**src/hw/rtl/b64d_pkg.sv**
```systemverilog
// ----------------------------------------------------------------------------
// b64d_pkg: shared types and constants for the Base64 decoder
// Alphabet layout, result word format and the burst descriptor that moves
// decoded bytes into the output buffer.
// ----------------------------------------------------------------------------
package b64d_pkg;

  localparam int unsigned AlphaSize   = 64;
  localparam int unsigned AlphaWords  = 8;
  localparam int unsigned CfgWidth    = 64;
  localparam int unsigned CfgIdxWidth = 4;

  localparam logic [7:0] CharPad   = 8'h3d;  // '='
  localparam logic [7:0] CharPlus  = 8'h2b;  // '+'
  localparam logic [7:0] CharSlash = 8'h2f;  // '/'
  localparam logic [7:0] NotFound  = 8'hff;

  localparam logic CmdChar  = 1'b0;
  localparam logic CmdFlush = 1'b1;

  typedef logic [AlphaSize-1:0][7:0] alphabet_t;

  typedef struct packed {
    logic [7:0] data;
    logic       vld;
    logic       last;
  } result_t;

  // Up to three result words produced by one character word.
  typedef struct packed {
    logic [1:0]        cnt;
    result_t [2:0]     res;
  } push_t;

  typedef struct packed {
    logic [1:0] count;
    logic       stopped;
  } grp_stat_t;

endpackage

```
**src/hw/rtl/base64_decoder_custom_alphabet.sv**
```systemverilog
// ----------------------------------------------------------------------------
// base64_decoder_custom_alphabet: streaming Base64 decoder, programmable map
// Character words in, decoded byte words out, alphabet in eight registers.
// ----------------------------------------------------------------------------
// One character word is accepted per clock. A word lands in an input
// register; on moving on it either joins the partial group or, on the
// fourth character or an end command, maps the whole group through the
// alphabet (four parallel 64-way compares) and writes up to three byte
// words into a four-entry output buffer; a character outside the Base64
// set instead stops decoding until the end command. The output drains one
// byte word per cycle while the receiver is ready; the input stalls only
// when the buffer cannot take the burst that the held word produces, which
// under continuous backpressure-free traffic never happens for normal
// groups (three bytes per four characters). The alphabet is read when a
// group completes or is flushed, so it may be rewritten between groups or
// while a partial group is held. Writes to register indexes above 7 are
// dropped. An end command always yields at least one word with tlast set;
// with fewer than two characters held that word has tuser (byte valid) low.
// ----------------------------------------------------------------------------
module base64_decoder_custom_alphabet
  import b64d_pkg::*;
(
  input  logic                   clk,
  input  logic                   rst,
  // character stream
  input  logic                   s_axis_tvalid,
  output logic                   s_axis_tready,
  input  logic [7:0]             s_axis_tdata,   // [7:0] char_in
  input  logic                   s_axis_tuser,   // [0] cmd (1 = end, flush)
  // decoded byte stream
  output logic                   m_axis_tvalid,
  input  logic                   m_axis_tready,
  output logic [7:0]             m_axis_tdata,   // [7:0] out_byte
  output logic                   m_axis_tuser,   // [0] out_valid
  output logic                   m_axis_tlast,   // out_last
  // configuration
  input  logic                   cfg_we,
  input  logic [CfgIdxWidth-1:0] cfg_index,
  input  logic [CfgWidth-1:0]    cfg_data
);

  alphabet_t  alphabet;

  // input register
  logic       in_valid;
  logic       in_cmd;
  logic [7:0] in_char;

  logic       room;
  logic       take;
  logic [1:0] need;
  push_t      push;
  grp_stat_t  gstat;
  result_t    out_word;

  // ---- alphabet registers: word w holds characters 8w..8w+7, low byte first
  always_ff @(posedge clk) begin
    if (rst) begin
      alphabet <= '0;
    end else if (cfg_we && cfg_index < CfgIdxWidth'(AlphaWords)) begin
      alphabet[cfg_index[2:0]*8 +: 8] <= cfg_data;
    end
  end

  // ---- input stage: the held word moves on whenever the buffer has room
  assign take          = in_valid && room;
  assign s_axis_tready = !in_valid || room;

  always_ff @(posedge clk) begin
    if (rst) begin
      in_valid <= 1'b0;
    end else if (s_axis_tready) begin
      in_valid <= s_axis_tvalid;
    end
  end

  always_ff @(posedge clk) begin
    if (s_axis_tready && s_axis_tvalid) begin
      in_cmd  <= s_axis_tuser;
      in_char <= s_axis_tdata;
    end
  end

  // ---- group assembly and decode
  b64d_group u_group (
    .clk      (clk),
    .rst      (rst),
    .take     (take),
    .cmd      (in_cmd),
    .ch       (in_char),
    .alphabet (alphabet),
    .need     (need),
    .push     (push),
    .stat     (gstat)
  );

  // ---- result buffer
  b64d_outbuf u_outbuf (
    .clk        (clk),
    .rst        (rst),
    .need       (need),
    .push       (push),
    .room       (room),
    .out_tvalid (m_axis_tvalid),
    .out_tready (m_axis_tready),
    .out_word   (out_word)
  );

  assign m_axis_tdata = out_word.data;
  assign m_axis_tuser = out_word.vld;
  assign m_axis_tlast = out_word.last;

  // ---- checks
  // A word that cannot move on is held, not lost.
  a_hold: assert property (@(posedge clk) disable iff (rst)
    in_valid && !room |=> in_valid && $stable(in_char) && $stable(in_cmd))
    else $error("input word dropped while buffer full");

  // An end command leaves an empty, running group behind.
  a_flush_clears: assert property (@(posedge clk) disable iff (rst)
    take && in_cmd == CmdFlush |=> gstat.count == 2'd0 && !gstat.stopped)
    else $error("group state not cleared by end command");

  // Once stopped, characters produce nothing.
  a_stopped_quiet: assert property (@(posedge clk) disable iff (rst)
    take && in_cmd == CmdChar && gstat.stopped |-> push.cnt == 2'd0)
    else $error("output produced after decode stop");

endmodule

```
**src/hw/rtl/b64d_lookup.sv**
```systemverilog
// ----------------------------------------------------------------------------
// b64d_lookup: alphabet position search
// Parallel compare against all 64 alphabet entries; the lowest matching
// position wins, no match gives 0xff.
// ----------------------------------------------------------------------------
module b64d_lookup
  import b64d_pkg::*;
(
  input  alphabet_t  alphabet,
  input  logic [7:0] ch,
  output logic [7:0] pos
);

  always_comb begin
    pos = NotFound;
    for (int p = AlphaSize - 1; p >= 0; p--) begin
      if (alphabet[p] == ch) begin
        pos = 8'(p);
      end
    end
  end

endmodule

```
**src/hw/rtl/b64d_group.sv**
```systemverilog
// ----------------------------------------------------------------------------
// b64d_group: group assembly and decode
// Holds the raw characters of the partial group plus the stop flag, and
// decodes a complete or flushed group into a burst of result words.
// ----------------------------------------------------------------------------
module b64d_group
  import b64d_pkg::*;
(
  input  logic       clk,
  input  logic       rst,
  input  logic       take,
  input  logic       cmd,
  input  logic [7:0] ch,
  input  alphabet_t  alphabet,
  output logic [1:0] need,
  output push_t      push,
  output grp_stat_t  stat
);

  logic [2:0][7:0] slots, slots_next;
  logic [1:0]      count, count_next;
  logic            stopped, stopped_next;

  logic [3:0][7:0] raw;
  logic [3:0][7:0] v;
  logic [2:0][7:0] dec;
  logic            allowed;

  assign allowed = ch inside {[8'h41:8'h5a], [8'h61:8'h7a], [8'h30:8'h39],
                              CharPlus, CharSlash};

  // Last slot is the incoming character on a full group, zero on a flush.
  always_comb begin
    raw[0] = slots[0];
    raw[1] = slots[1];
    raw[2] = slots[2];
    raw[3] = (cmd == CmdChar) ? ch : 8'h00;
  end

  for (genvar k = 0; k < 4; k++) begin : g_map
    b64d_lookup u_lookup (
      .alphabet (alphabet),
      .ch       (raw[k]),
      .pos      (v[k])
    );
  end

  // 8-bit arithmetic: bits shifted past bit 7 drop out.
  assign dec[0] = {v[0][5:0], 2'b00} + {6'b0, v[1][5:4]};
  assign dec[1] = {v[1][3:0], 4'b0000} + {4'b0, v[2][5:2]};
  assign dec[2] = {v[2][1:0], 6'b000000} + v[3];

  // Burst size the held word would produce if taken now.
  always_comb begin
    if (cmd == CmdFlush) begin
      need = (count == 2'd3) ? 2'd2 : 2'd1;
    end else if (!stopped && allowed && count == 2'd3) begin
      need = 2'd3;
    end else begin
      need = 2'd0;
    end
  end

  always_comb begin
    slots_next   = slots;
    count_next   = count;
    stopped_next = stopped;
    push         = '0;
    if (take) begin
      if (cmd == CmdChar) begin
        if (!stopped) begin
          if (!allowed) begin
            stopped_next = 1'b1;
          end else if (count != 2'd3) begin
            slots_next[count] = ch;
            count_next        = count + 2'd1;
          end else begin
            push.cnt    = 2'd3;
            push.res[0] = '{data: dec[0], vld: 1'b1, last: 1'b0};
            push.res[1] = '{data: dec[1], vld: 1'b1, last: 1'b0};
            push.res[2] = '{data: dec[2], vld: 1'b1, last: 1'b0};
            slots_next  = '0;
            count_next  = '0;
          end
        end
      end else begin
        slots_next   = '0;
        count_next   = '0;
        stopped_next = 1'b0;
        case (count)
          2'd2: begin
            push.cnt    = 2'd1;
            push.res[0] = '{data: dec[0], vld: 1'b1, last: 1'b1};
          end
          2'd3: begin
            push.cnt    = 2'd2;
            push.res[0] = '{data: dec[0], vld: 1'b1, last: 1'b0};
            push.res[1] = '{data: dec[1], vld: 1'b1, last: 1'b1};
          end
          default: begin
            // empty or single character: bare end marker
            push.cnt    = 2'd1;
            push.res[0] = '{data: 8'h00, vld: 1'b0, last: 1'b1};
          end
        endcase
      end
    end
  end

  always_ff @(posedge clk) begin
    if (rst) begin
      slots   <= '0;
      count   <= '0;
      stopped <= 1'b0;
    end else begin
      slots   <= slots_next;
      count   <= count_next;
      stopped <= stopped_next;
    end
  end

  assign stat = '{count: count, stopped: stopped};

endmodule

```
**src/hw/rtl/b64d_outbuf.sv**
```systemverilog
// ----------------------------------------------------------------------------
// b64d_outbuf: four-entry result buffer
// Takes a burst of up to three words per cycle, hands out one per cycle while the receiver is ready.
// ----------------------------------------------------------------------------
module b64d_outbuf
  import b64d_pkg::*;
(
  input  logic       clk,
  input  logic       rst,
  input  logic [1:0] need,
  input  push_t      push,
  output logic       room,
  output logic       out_tvalid,
  input  logic       out_tready,
  output result_t    out_word
);

  result_t    mem [4];
  logic [1:0] wr_ptr, rd_ptr;
  logic [2:0] count, count_eff;
  logic       pop;

  assign pop        = out_tvalid && out_tready;
  assign count_eff  = count - {2'b0, pop};
  assign room       = (count_eff + {1'b0, need}) <= 3'd4;
  assign out_tvalid = count != 3'd0;
  assign out_word   = mem[rd_ptr];

  always_ff @(posedge clk) begin
    if (push.cnt >= 2'd1) mem[wr_ptr]         <= push.res[0];
    if (push.cnt >= 2'd2) mem[wr_ptr + 2'd1]  <= push.res[1];
    if (push.cnt == 2'd3) mem[wr_ptr + 2'd2]  <= push.res[2];
  end

  always_ff @(posedge clk) begin
    if (rst) begin
      wr_ptr <= '0;
      rd_ptr <= '0;
      count  <= '0;
    end else begin
      wr_ptr <= wr_ptr + push.cnt;
      rd_ptr <= rd_ptr + {1'b0, pop};
      count  <= count_eff + {1'b0, push.cnt};
    end
  end

endmodule

```
**config.mk**
```make
export PLATFORM = sky130hd
export DESIGN_NAME = base64_decoder_custom_alphabet
export DESIGN_NICKNAME = d
export VERILOG_FILES = /design/src/hw/rtl/b64d_pkg.sv /design/src/hw/rtl/base64_decoder_custom_alphabet.sv /design/src/hw/rtl/b64d_lookup.sv /design/src/hw/rtl/b64d_group.sv /design/src/hw/rtl/b64d_outbuf.sv
export SDC_FILE = /design/constraint.sdc
export NUM_CORES = 2
export LEC_CHECK = 0
export ABC_CLOCK_PERIOD_IN_PS = 12300
export BUFFER_PORTS_ARGS = -buffer_cell sky130_fd_sc_hd__buf_4
export CAP_MARGIN = 10
export CELL_PAD_IN_SITES_DETAIL_PLACEMENT = 1
export CELL_PAD_IN_SITES_GLOBAL_PLACEMENT = 2
export CORE_MARGIN = 10
export CORE_UTILIZATION = 40
export CTS_BUF_LIST = sky130_fd_sc_hd__clkbuf_16
export DETAILED_ROUTE_END_ITERATION = 7
export PLACE_DENSITY_LB_ADDON = 0.1
export SETUP_SLACK_MARGIN = 0.5
export SYNTH_ARGS = -nofsm -noshare
export SYNTH_HDL_FRONTEND = slang
export SYNTH_HIERARCHICAL = 1
export SYNTH_SLANG_ARGS = --single-unit
```
**constraint.sdc**
```tcl
create_clock -name clk -period 12.3 [get_ports clk]
set_input_delay 0 -clock clk [delete_from_list [all_inputs] [get_ports clk]]
set_output_delay 0 -clock clk [all_outputs]
set_load 0.01 [all_outputs]
```
==> Flow_metrics.wiki <==
{| class="wikitable"
! Metric !! Value
|-
| Outcome || completed
|-
| Buffers from clock root to sink, at most || 3
|-
| Combined flip-flop and latch cell area || 12500 µm²
|-
| Classification of the worst setup path || reg -> reg
|-
| Cell at the slowest stage of the critical path || sky130_fd_sc_hd__buf_4
|-
| FP Rows || 132
|-
| P_leak || 23.8 nW
|-
| Latest clock arrival within the worst-skew pair || approximately 0.72 ns
|-
| Routed WL || 283000 µm
|-
| Cell-by-cell trace of the critical path || buf_4 -> nor2b_4 -> buf_4 -> buf_4 -> xor2_1 -> nor4_1 -> nand2_1 -> o21ai_0 -> or4_1 -> nor3_1 -> nand2b_1 -> nor3_1 -> ha_1 -> xor2_1 -> xnor2_1 -> nor4_1 -> nor2_1 -> a31oi_1
|-
| CTS sink count || between 500 and 600
|-
| DR DRC count || 0
|-
| Peak supply drop || 100 µV
|-
| Weighted congestion at the end of routability-driven global placement || 1.06
|-
| Wire length of the first global-routing pass || 394000 µm
|-
| Worst min-delay path category || in -> reg
|-
| HPWL after DPL || approximately 190000 µm
|-
| Average cell area after synthesis || 8.33 µm²
|-
| Unrepaired setup endpoints after global routing || false
|-
| Number of nets at the end of the flow || 6211
|-
| Fraction of final layout cells sized beyond drive strength 1 || 6.68%
|-
| Worst-path fanout max || 32
|-
| Maximum achievable frequency || 152 MHz
|-
| Layout-stage area growth over the synthesis result || 7.79%
|-
| Maximum number of pins on one net before global-route repair || 186
|-
| # resized after CTS || 0
|-
| Net count of the mapped netlist || 6345
|-
| Cell count after synthesis || 6248
|-
| WP data arrival || 7.08 ns
|-
| Final setup vio count || 0
|-
| CTS Buf Count || 79
|-
| Total of fill cells in the finished design || 15197
|-
| Initial Util || 40.2%
|-
| Gate family responsible for the most delay along the worst path || simple AND/OR/NAND/NOR gates
|-
| Required time of the critical path || 12.82 ns
|-
| Full die area || around 140000 µm²
|-
| CTS root buf || sky130_fd_sc_hd__clkbuf_16
|-
| Initial DRC count || 5554
|-
| Die outline height || between 300 and 400 µm
|-
| Total number of vias || 50506
|-
| Time the worst path needs with I/O delays and setup || ~6.6 ns
|-
| Area of combinational cells with multiple inputs || 36300 µm²
|-
| Post-synthesis instance area || 52000 µm²
|-
| Synthesis Warnings || 6
|-
| Final TNS setup || 0 ns
|-
| Number of antenna violations at the first check in global routing || 22
|-
| Pre-Repair DR Iteration Count || 5
|-
| Hold Vio Cnt, Final || 0
|-
| Slew at the pin closest to its max-slew limit || 1.30 ns
|-
| Post-detailed-route via-to-cell ratio || ~6.4
|-
| Headroom to the max-slew limit || 12.2%
|-
| Clock transition time at the flip-flop clock pins of the worst setup and hold paths || 0.06 ns
|-
| Aggregate global-route resource usage || 37.2%
|-
| CP Launch Type || flop
|-
| Number of ports placed on the die boundary || between 90 and 100
|-
| Max-slew violation count || 0
|-
| Count of buffers inserted at the top-level ports || between 90 and 100
|-
| Cell type with the highest occurrence count on the critical path || sky130_fd_sc_hd__buf_4
|-
| Average wire per cell in the routed design || 35.7 µm
|-
| Total buffers and inverters traversed by the critical path || 3
|-
| Antenna-violating nets left || 0
|-
| Worst clock skew || roughly 0.035 ns
|-
| TritonCTS clock tree || built
|-
| Number of global-route vias before repair || 49544
|-
| Leftover overflow at the end of global routing || 0
|-
| H-tree level count || 3
|-
| Share of the clock period used by the worst path || a little over half
|-
| Maxcap violations || 0
|-
| Area of the core region || 129000 µm²
|-
| Die width || 381 µm
|-
| Power per standard cell area || 110 nW/µm²
|-
| Crit path capture type || flop
|-
| Max incr delay on CP || a little over 0.8 ns
|-
| Total power consumption of the routed design || 6.18 mW
|}
## report_power, final
part / internal, mW / switching (mW) / total [mW]
Sequential: 1.98 / 0.0649 / 2.04
Combinational: 0.507 / 1.26 / 1.77
Clock: 1.35 / 1.02 / 2.37
Total: 3.83 / 2.35 / 6.18
## layout by cell type, fill, tap and decap left out, types with 234 or more instances in the layout
cell type / count
sky130_fd_sc_hd__a21oi_1: 377
sky130_fd_sc_hd__nand4_1: 523
sky130_fd_sc_hd__nor4_1: 240
sky130_fd_sc_hd__nand2_1: 318
sky130_fd_sc_hd__dfxtp_1: 523
sky130_fd_sc_hd__xnor2_1: 1062
sky130_fd_sc_hd__nor2_1: 289
sky130_fd_sc_hd__o21ai_0: 377
sky130_fd_sc_hd__nand2b_1: 234
sky130_fd_sc_hd__xor2_1: 971
## flip-flops by register name, summed over array words and instances, names as in the netlist, 2 cells and up
signal / count
u_outbuf/mem: 40
alphabet: 512
u_outbuf/wr_ptr: 2
u_group/raw: 24
in_char: 8
u_group/count: 2
u_outbuf/count: 3
u_outbuf/rd_ptr: 2
## cell type report
class,instances,share of cell area (%)
Antenna cell,5,0.0223
Clock buffer,82,3.66
Clock inverter,56,0.794
Inverter,26,0.174
Multi-Input combinational cell,5120,64.7
Sequential cell,596,22.3
Tap cell,1742,3.89
Timing Repair Buffer,291,4.42
## timing repair
item,in CTS,in global routing
setup buffers,0,0
hold buffers,94,0
endpoints found under the hold margin,542,0
## layer usage
| layer | GRT usage, % | vias to the layer above | share of wire [%] |
|---|---|---|---|
| li1 | - | 21431 | - |
| met1 | 48.3 | 25673 | 41 |
| met2 | 56.1 | 2597 | 42 |
| met3 | 7.94 | 787 | 9.1 |
| met4 | 22.7 | 18 | 7.3 |
| met5 | 0.595 | - | 0.084 |
## per-stage QoR
step / setup slack, ns / hold slack (ns) / area [µm²] / utilization, % / cells
after floorplan: 7.11 / 0.0716 / 52000 / - / 6248
after global placement: 5.91 / 0.180 / 52600 / 40.7 / 7681
after detailed placement: 5.92 / 0.179 / 52600 / 40.7 / 7681
after CTS: 5.91 / 0.00432 / 56100 / 43.4 / 7913
after global routing: 5.40 / 0.0416 / 56100 / 43.4 / 7914
final: 5.74 / 0.0306 / 56100 / 43.4 / 7918
## final timing paths
check	startpoint	end	slack, ns	cells past startpoint
max	in_cmd	u_outbuf/mem[0][9]	5.74	18
min	s_axis_tdata[6]	in_char[6]	0.03	2
max reg2reg	in_cmd	u_outbuf/mem[0][9]	5.74	18
min reg2reg	u_group/stopped	u_group/stopped	0.47	2
## worst reg2reg max path, delay by kind of cell, from the launching register on
| family | cells | cell delay, ns |
|---|---|---|
| fa+ha+maj | 1 | 0.23 |
| xor+xnor | 3 | 0.64 |
| flops | 1 | 0.54 |
| buf+inv | 3 | 1.80 |
| compound gates | 2 | 0.45 |
| simple gates | 9 | 2.74 |
Note: power is estimated with default switching activity, not from simulation.
